$ cat config.mk
export PLATFORM = sky130hd
export DESIGN_NAME = sbe_ctrl
export DESIGN_NICKNAME = d
export VERILOG_FILES = /design/src/rtl/spectrum_band_energy_unit_macros.svh /design/src/rtl/sbe_pkg.sv /design/src/rtl/sbe_ctrl.sv
export SDC_FILE = /design/constraint.sdc
export NUM_CORES = 1
export LEC_CHECK = 0
export BUFFER_PORTS_ARGS = -buffer_cell sky130_fd_sc_hd__buf_2
export CELL_PAD_IN_SITES_DETAIL_PLACEMENT = 0
export CELL_PAD_IN_SITES_GLOBAL_PLACEMENT = 1
export CORE_UTILIZATION = 32
export CTS_CLUSTER_SIZE = 12
export DETAILED_ROUTE_END_ITERATION = 8
export GPL_TIMING_DRIVEN = 0
export PLACE_DENSITY = 0.77
export SYNTH_ARGS = -nofsm -noshare
export SYNTH_HDL_FRONTEND = slang
export SYNTH_SLANG_ARGS = --single-unit
$ cat constraint.sdc
create_clock -name clk -period 2 [get_ports clk]
set_clock_uncertainty 0.15 [all_clocks]
set_input_delay 0.5 -clock clk [delete_from_list [all_inputs] [get_ports clk]]
set_output_delay 0.5 -clock clk [all_outputs]
set_load 0.005 [all_outputs]
$ cat src/rtl/spectrum_band_energy_unit_macros.svh
// Assertion helpers for the band energy unit; clk and rst_n come from the
// module that uses them.
`ifndef SPECTRUM_BAND_ENERGY_UNIT_MACROS_SVH
`define SPECTRUM_BAND_ENERGY_UNIT_MACROS_SVH
`ifndef SYNTHESIS
`define SBE_ASSERT_IMP(name, ante, cons) \
  name: assert property (@(posedge clk) disable iff (!rst_n) (ante) |-> (cons)) \
    else $error("sbe assertion failed");
`define SBE_ASSERT_NEXT(name, ante, cons) \
  name: assert property (@(posedge clk) disable iff (!rst_n) (ante) |=> (cons)) \
    else $error("sbe assertion failed");
`else
`define SBE_ASSERT_IMP(name, ante, cons)
`define SBE_ASSERT_NEXT(name, ante, cons)
`endif
`endif

$ cat src/rtl/sbe_pkg.sv
`timescale 1ns / 1ps
package sbe_pkg;

  localparam int BANDS  = 4;
  localparam int EDGES  = 5;
  localparam int EDGE_W = 12;
  localparam int MAG_W  = 16;
  localparam int HZ_W   = 32;
  localparam int MEAN_W = 32;
  localparam int DB_W   = 16;
  localparam int SUM_W  = 48;
  localparam int RAT_W  = 21;
  localparam int F_W    = 22;
  localparam int F2_W   = 44;
  localparam int DEN_W  = 45;
  localparam int REM_W  = 46;
  localparam int DVD_W  = 48;
  localparam int SQ_W   = 40;
  localparam int MUL_W  = 32;
  localparam int PROD_W = 64;

  localparam logic [F_W-1:0]   FREQ_MAX   = 22'h3FFFFF;
  localparam logic [DEN_W-1:0] KA2        = 45'd108636;
  localparam logic [DEN_W-1:0] KB2        = 45'd2969418;
  localparam logic [DEN_W-1:0] KD2        = 45'd139391081;
  localparam logic [DEN_W-1:0] KC2        = 45'd38066925630;
  localparam logic [25:0]      DB_K       = 26'd50504462;
  localparam logic signed [16:0] DB_OFFSET = 17'sd12330;
  localparam logic signed [16:0] DB_FLOOR  = -17'sd25600;
  localparam logic signed [16:0] DB_CEIL   = 17'sd25600;
  localparam logic [5:0]       RAT_STEPS  = 6'd21;
  localparam logic [5:0]       MEAN_STEPS = 6'd48;

  typedef enum logic [2:0] {
    REG_EDGE_LOW      = 3'd0,
    REG_EDGE_LOW_MID  = 3'd1,
    REG_EDGE_MID_HIGH = 3'd2,
    REG_EDGE_HIGH     = 3'd3,
    REG_EDGE_TOP      = 3'd4,
    REG_WEIGHTING_ON  = 3'd5,
    REG_HZ_PER_BIN    = 3'd6
  } reg_idx_t;

  typedef enum logic [4:0] {
    ST_IDLE, ST_DISPATCH, ST_FREQ, ST_FSQ, ST_F2, ST_DSTART, ST_DWAIT,
    ST_SQMUL, ST_SQSTART, ST_SQWAIT, ST_G1, ST_G2, ST_G3, ST_WSEL, ST_PSQ,
    ST_ACC, ST_CSEL, ST_CWAIT, ST_NINIT, ST_NORM, ST_LSQ, ST_LUPD, ST_DBMUL,
    ST_EMIT
  } ctrl_state_t;

  typedef enum logic [3:0] {
    MUL_NONE, MUL_FREQ, MUL_FSQ, MUL_RBRD, MUL_RAS, MUL_GRC, MUL_MAGG,
    MUL_WSQ, MUL_LOG, MUL_DB
  } mul_sel_t;

  typedef enum logic [2:0] {
    DIV_RA, DIV_RB, DIV_RD, DIV_RC, DIV_MEAN
  } div_sel_t;

  typedef struct packed {
    logic      accept;
    mul_sel_t  mul_sel;
    logic      f2_load;
    logic      div_start;
    div_sel_t  div_sel;
    logic      div_store;
    logic      sq_start;
    logic      wm_load;
    logic      wm_raw;
    logic      acc;
    logic      mean_load;
    logic      mean_clear;
    logic      norm_init;
    logic      norm_step;
    logic      log_step;
    logic      emit;
    logic      spec_clear;
    logic [1:0] band;
  } ctrl_cmd_t;

  typedef struct packed {
    logic in_range;
    logic weight_en;
    logic last_bin;
    logic div_busy;
    logic sq_busy;
    logic cnt_zero;
    logic mean_zero;
    logic y_msb;
    logic out_free;
  } dp_status_t;

endpackage

$ cat src/rtl/sbe_ctrl.sv
`timescale 1ns / 1ps
module sbe_ctrl (
  input  logic                clk,
  input  logic                rst_n,
  input  logic                in_valid_i,
  input  sbe_pkg::dp_status_t st_i,
  output logic                in_ready_o,
  output sbe_pkg::ctrl_cmd_t  cmd_o
);
  import sbe_pkg::*;

  ctrl_state_t state_r, state_nxt;
  div_sel_t    dsel_r, dsel_nxt;
  logic [1:0]  band_r, band_nxt;
  logic [3:0]  it_r, it_nxt;

  always_ff @(posedge clk) begin
    if (!rst_n) begin
      state_r <= ST_IDLE;
      dsel_r  <= DIV_RA;
      band_r  <= '0;
      it_r    <= '0;
    end else begin
      state_r <= state_nxt;
      dsel_r  <= dsel_nxt;
      band_r  <= band_nxt;
      it_r    <= it_nxt;
    end
  end

  always_comb begin
    state_nxt     = state_r;
    dsel_nxt      = dsel_r;
    band_nxt      = band_r;
    it_nxt        = it_r;
    in_ready_o    = 1'b0;
    cmd_o         = '0;
    cmd_o.mul_sel = MUL_NONE;
    cmd_o.div_sel = dsel_r;
    cmd_o.band    = band_r;
    unique case (state_r)
      ST_IDLE: begin
        in_ready_o = 1'b1;
        if (in_valid_i) begin
          cmd_o.accept = 1'b1;
          state_nxt    = ST_DISPATCH;
        end
      end
      ST_DISPATCH: begin
        if (!st_i.in_range) begin
          band_nxt  = '0;
          state_nxt = st_i.last_bin ? ST_CSEL : ST_IDLE;
        end else if (st_i.weight_en) begin
          state_nxt = ST_FREQ;
        end else begin
          cmd_o.wm_load = 1'b1;
          cmd_o.wm_raw  = 1'b1;
          state_nxt     = ST_PSQ;
        end
      end
      ST_FREQ: begin
        cmd_o.mul_sel = MUL_FREQ;
        state_nxt     = ST_FSQ;
      end
      ST_FSQ: begin
        cmd_o.mul_sel = MUL_FSQ;
        state_nxt     = ST_F2;
      end
      ST_F2: begin
        cmd_o.f2_load = 1'b1;
        dsel_nxt      = DIV_RA;
        state_nxt     = ST_DSTART;
      end
      ST_DSTART: begin
        cmd_o.div_start = 1'b1;
        state_nxt       = ST_DWAIT;
      end
      ST_DWAIT: begin
        if (!st_i.div_busy) begin
          cmd_o.div_store = 1'b1;
          unique case (dsel_r)
            DIV_RA:  begin dsel_nxt = DIV_RB; state_nxt = ST_DSTART; end
            DIV_RB:  begin dsel_nxt = DIV_RD; state_nxt = ST_DSTART; end
            DIV_RD:  begin dsel_nxt = DIV_RC; state_nxt = ST_DSTART; end
            default: state_nxt = ST_SQMUL;
          endcase
        end
      end
      ST_SQMUL: begin
        cmd_o.mul_sel = MUL_RBRD;
        state_nxt     = ST_SQSTART;
      end
      ST_SQSTART: begin
        cmd_o.sq_start = 1'b1;
        state_nxt      = ST_SQWAIT;
      end
      ST_SQWAIT: begin
        if (!st_i.sq_busy) begin
          state_nxt = ST_G1;
        end
      end
      ST_G1: begin
        cmd_o.mul_sel = MUL_RAS;
        state_nxt     = ST_G2;
      end
      ST_G2: begin
        cmd_o.mul_sel = MUL_GRC;
        state_nxt     = ST_G3;
      end
      ST_G3: begin
        cmd_o.mul_sel = MUL_MAGG;
        state_nxt     = ST_WSEL;
      end
      ST_WSEL: begin
        cmd_o.wm_load = 1'b1;
        state_nxt     = ST_PSQ;
      end
      ST_PSQ: begin
        cmd_o.mul_sel = MUL_WSQ;
        state_nxt     = ST_ACC;
      end
      ST_ACC: begin
        cmd_o.acc = 1'b1;
        band_nxt  = '0;
        state_nxt = st_i.last_bin ? ST_CSEL : ST_IDLE;
      end
      ST_CSEL: begin
        cmd_o.div_sel = DIV_MEAN;
        if (st_i.cnt_zero) begin
          cmd_o.mean_clear = 1'b1;
          state_nxt        = ST_NINIT;
        end else begin
          cmd_o.div_start = 1'b1;
          state_nxt       = ST_CWAIT;
        end
      end
      ST_CWAIT: begin
        cmd_o.div_sel = DIV_MEAN;
        if (!st_i.div_busy) begin
          cmd_o.mean_load = 1'b1;
          state_nxt       = ST_NINIT;
        end
      end
      ST_NINIT: begin
        cmd_o.norm_init = 1'b1;
        state_nxt       = st_i.mean_zero ? ST_EMIT : ST_NORM;
      end
      ST_NORM: begin
        if (st_i.y_msb) begin
          it_nxt    = '0;
          state_nxt = ST_LSQ;
        end else begin
          cmd_o.norm_step = 1'b1;
        end
      end
      ST_LSQ: begin
        cmd_o.mul_sel = MUL_LOG;
        state_nxt     = ST_LUPD;
      end
      ST_LUPD: begin
        cmd_o.log_step = 1'b1;
        it_nxt         = it_r + 4'd1;
        state_nxt      = (it_r == 4'd15) ? ST_DBMUL : ST_LSQ;
      end
      ST_DBMUL: begin
        cmd_o.mul_sel = MUL_DB;
        state_nxt     = ST_EMIT;
      end
      ST_EMIT: begin
        if (st_i.out_free) begin
          cmd_o.emit = 1'b1;
          if (band_r == 2'(BANDS - 1)) begin
            cmd_o.spec_clear = 1'b1;
            state_nxt        = ST_IDLE;
          end else begin
            band_nxt  = band_r + 2'd1;
            state_nxt = ST_CSEL;
          end
        end
      end
      default: state_nxt = ST_IDLE;
    endcase
  end
endmodule

# After elaboration in Yosys (flattened, before gate mapping)
# Cells that the tools add are included.
dict set report word_totals {
  elab_cells 103
  in_bits 12
  register_bits 14
  out_inout_bits 25
}
dict set report classes {
  add_sub_neg 2
  eq_ne 36
  reduce_logical 11
  muxes 50
}
# operator count
set op_table {}
lappend op_table {{5-bit one-hot mux with 24 select lines} 1}
lappend op_table {{5-bit 2-to-1 mux} 9}
lappend op_table {{5-bit by 4-bit == test with 1-bit output, second input constant} 8}
lappend op_table {{5-bit == test, second input constant} 8}
lappend op_table {{4-bit one-hot mux with 9 select lines} 1}
lappend op_table {{5-bit by 3-bit == test with 1-bit output, second input constant} 4}
lappend op_table {{2-bit 2-to-1 mux} 10}
lappend op_table {{1-bit 2-to-1 mux} 18}
lappend op_table {{2-bit != test, second input constant} 8}
lappend op_table {{5-bit by 2-bit == test with 1-bit output, second input constant} 2}
lappend op_table {{3-bit 2-to-1 mux} 3}
lappend op_table {{3-bit one-hot mux with 3 select lines} 1}
lappend op_table {{4-bit 2-to-1 mux} 2}
lappend op_table {{4-bit one-hot mux with 2 select lines} 1}
lappend op_table {{2-bit one-hot mux with 3 select lines} 1}
lappend op_table {{3-bit one-hot mux with 2 select lines} 1}
lappend op_table {{6-bit AND reduction} 1}
lappend op_table {{5-bit by 1-bit == test with 1-bit output, second input constant} 1}
lappend op_table {{5-bit zero test} 1}
lappend op_table {{4-bit by 1-bit adder with 4-bit output, second input constant} 1}
lappend op_table {{4-bit == test, second input constant} 1}
lappend op_table {{4-bit by 1-bit != test with 1-bit output, second input constant} 1}
lappend op_table {{1-bit one-hot mux with 2 select lines} 2}
lappend op_table {{4-bit AND reduction} 1}
lappend op_table {{11 further kinds} 12}

# Longest topological paths before layout
dict set report logic_depth {
  word_depth 5
  ltp_mapped 7
  depth_no_buf 6
}

# Worst setup path before layout
# Ideal clock, no wire load.
dict set report synth_timing {
  kind {reg2out}
  start {reg state_r[4]}
  end {out cmd_o[7] in the netlist's numbering}
  arrival_time_ps 1570
  stages_incl_launch_ff 5
  required_time_ps 1350
  path_buffers 2
  path_slack_ps -220
  path_cell_list {dfxtp_1 > clkbuf_1 > clkbuf_1 > nor4b_1 > and3_1}
}
# item line_no
set synth_lines {}
lappend synth_lines {{start: declaration} sbe_ctrl.sv:12} ;# ctrl_state_t state_r, state_nxt;
lappend synth_lines {{start signal: assignment} sbe_ctrl.sv:24} ;# state_r <= state_nxt;
lappend synth_lines {{end: declaration} sbe_ctrl.sv:8} ;# output sbe_pkg::ctrl_cmd_t cmd_o

==> reports/results.ini <==
[final_layout]
areaGrowthSynthToFinish_pct = 70.0
layout-drive-gt1-share_pct = 48.8
fillers = 365
multi_input_area_um2 = 1050
nets = 263
antenna_cells = 0
final-seq-area_um2 = 272

[hold_path]
hold_path.class = reg2reg

[floorplan]
die_h_um = 64.0
start_util_pct = 33.4
dieArea_um2 = 4100
core_um2 = 3690
ioPinCount = 37
die_width_um = 64.0
rows = 22

[yosys]
synth_cell_types = 43
syn_avg_cell_area_um2 = 7.00
synth_area_um2 = 1230
syn_inst = 176
ys.flop_type = dfxtp_1
syn-num-nets = 194
yosysSeqAreaShare_pct = 21.1
ys_ff_latch = 13
synthArstFlopShare_pct = 0
synth_enable_flop_cells = 0
ys_warn_count = 0

[power_and_ir_drop]
power_density_nw_per_um2 = 913
clock_power_share_pct = 13.3
power.total_uw = 1910
ir_drop_mv = 0.411
netSwitchingPower_uw = 793
power_frac_seq_pct = 17.6
internal_power_uw = 1120
swShare_pct = 41.5
pwr-share-comb_pct = 69.1
p_leak_uw = 0.000922

[run]
drv_cap = 0

[routing]
wire_per_inst_um = 15.5
drc = 0
routed_wl_mm = 4.52
num_vias = 1574
viasPerCell = 5.39
ant_nets = 0
drt_iter0_markers = 70
first_pass_iters = 4

[worst_setup_path]
cp_max_fo = 8
worstSetupPathType = reg2out
cp_data_arrival_time_ps = 1500
worst_setup_path_start_kind = flip-flop
cp_slowest_cell = dfxtp_4
cp_cell_sequence = clkbuf_16 > or2_4 > nor2_4 > nand3_2 > o22ai_1 > buf_2
slowest_delay_ps = 360
worstSetupEndpointType = output port
crit_required_ps = 1350

[sta]
setup_viol = 24
drv_slew = 0
fin_crit_sh_pct = 108
rsz0062_at_grt = yes
tightest_slew_ps = 451
period_minus_slack_ps = 2150
timing.fmax_ghz = 0.464
relSlewSlack_pct = 69.6
tns_ps = -2170
finalWorstSetupSlack_ps = -154
timing.final.hold_violations = 0

[clock_tree]
clk_latency_ps = 250
cts_buffer_depth = 2
clkTransAtPathRegs_ps = 60
cts.root.buffer_cell = clkbuf_8
cts_hold_buf = 0
cts_buffers = 3
htree_num_levels = 1
cts_tree = done
clock_sinks = 13

[global_routing]
antenna_found_initial = 0
grt_max_degree = 11
grt_pass1_wl_mm = 7.22
grt_pass1_vias = 1497
grt_use_total_pct = 22.8
grt_overflow = 0

[placed_design]
dpl.hpwl_mm = 2.87
io_buffers = 35
place.gp.congestion = 0.770

[run_status]
status = complete, but fails checks
violations = negative setup slack

-- stage by stage --
| stage | hold slack, ps | instance area [um^2] | utilization, % | setup WS (ps) | std cells |
|---|---|---|---|---|---|
| 6_report | 347 | 2090 | 56.8 | -154 | 292 |
| 5_1_grt | 382 | 2090 | 56.8 | -199 | 292 |
| 4_1_cts | 355 | 1960 | 53.2 | -146 | 286 |
| 3_5_place_dp | 340 | 1480 | 40.2 | -489 | 259 |
| 3_3_place_gp | 333 | 1480 | 40.2 | -547 | 259 |
| 2_1_floorplan | 328 | 1250 | - | -82.0 | 176 |
-- cell type report --
type | count | share of cell area [%]
Multi-Input combinational cell | 142 | 50.1
Timing Repair Buffer | 66 | 21.0
Sequential cell | 13 | 13.0
Buffer | 13 | 9.68
Tap cell | 48 | 2.87
Clock buffer | 3 | 1.97
Inverter | 6 | 1.08
Clock inverter | 1 | 0.239
-- kinds of logic after synthesis --
logic type | share of synthesized area, %
buffers and inverters | 7.72
muxes | 0.813
DFF | 21.1
adders and majority gates | 6.10
xor gates and xnor gates | 3.56
AOI/OAI and AO/OA | 21.6
and+or+nand+nor | 39.0
-- worst max-delay path, delay by kind of cell, from the launching register on --
| family | cells | cell delay, ps |
|---|---|---|
| flip-flops | 1 | 360 |
| buffers and inverters | 2 | 290 |
| AO/OA/AOI/OAI | 1 | 110 |
| AND/OR/NAND/NOR | 3 | 480 |
-- worst paths after layout --
path	startpoint	endpoint	slack [ps]	cells after the start
setup / recovery	state_r[2]	cmd_o[11]	-150	6
hold / removal	band_r[1]	band_r[1]	350	2
setup reg to reg	state_r[0]	dsel_r[0]	-150	7
hold reg to reg	band_r[1]	band_r[1]	350	2
-- Yosys cell counts, types with 3 or more instances --
cell / n / share of area (%)
ha_1: 6 / 6.1
and2_1: 3 / 1.5
nor3_1: 9 / 3.7
nand2_1: 13 / 4.0
dfxtp_1: 13 / 21
nor2_1: 22 / 6.7
o21ai_0: 9 / 3.7
nor2b_1: 3 / 1.5
nand3_1: 12 / 4.9
and3_1: 4 / 2.0
a21oi_1: 13 / 5.3
inv_1: 6 / 1.8
nand2b_1: 5 / 2.5
o31ai_1: 3 / 1.8
nand3b_1: 4 / 2.4
clkbuf_1: 10 / 3.0
xor2_1: 3 / 2.1
-- layout by cell type, fill, tap and decap left out, types with 4 or more instances in the layout --
master     count
buf_2         34
inv_1          5
clkbuf_16      4
nor3_2         4
and3_1         4
nand2_1       12
clkbuf_8       5
dfxtp_1        8
nor2_4         4
o21ai_0        8
a21oi_1       13
ha_1           6
buf_6          9
nor2_2         5
buf_4         26
nand3b_1       4
nand3_1       11
nor3_1         4
nor2_1        13
nand2b_1       5
-- flip-flops by register name (all words and copies together), names as in the netlist --
name,count
it_r,4
dsel_r,2
state_r,5
band_r,2
-- per-layer routing --
| metal | share of wire, % | vias to the layer above | global-route usage, % |
|---|---|---|---|
| met1 | 46 | 732 | 30.8 |
| met5 | 0 | - | 0 |
| met4 | 1.8 | 0 | 8.52 |
| met3 | 5.9 | 8 | 3.04 |
| met2 | 46 | 68 | 36.7 |
| li1 | - | 766 | - |
-- power by group through the flow --
stage	registers [uW]	logic, uW	clock network, uW
final	336	1320	255
after global routing	336	1410	273
after CTS	320	1160	256
after detailed placement	323	758	0
after global placement	324	765	0
after floorplan	314	555	0
-- timing repair --
action,in CTS,in global routing
pin swaps,12,8
buffers inserted,24,5
resized for setup,63,22
setup endpoints to repair,31,31
cloned,0,2
Note: power is estimated with default switching activity, not from simulation.
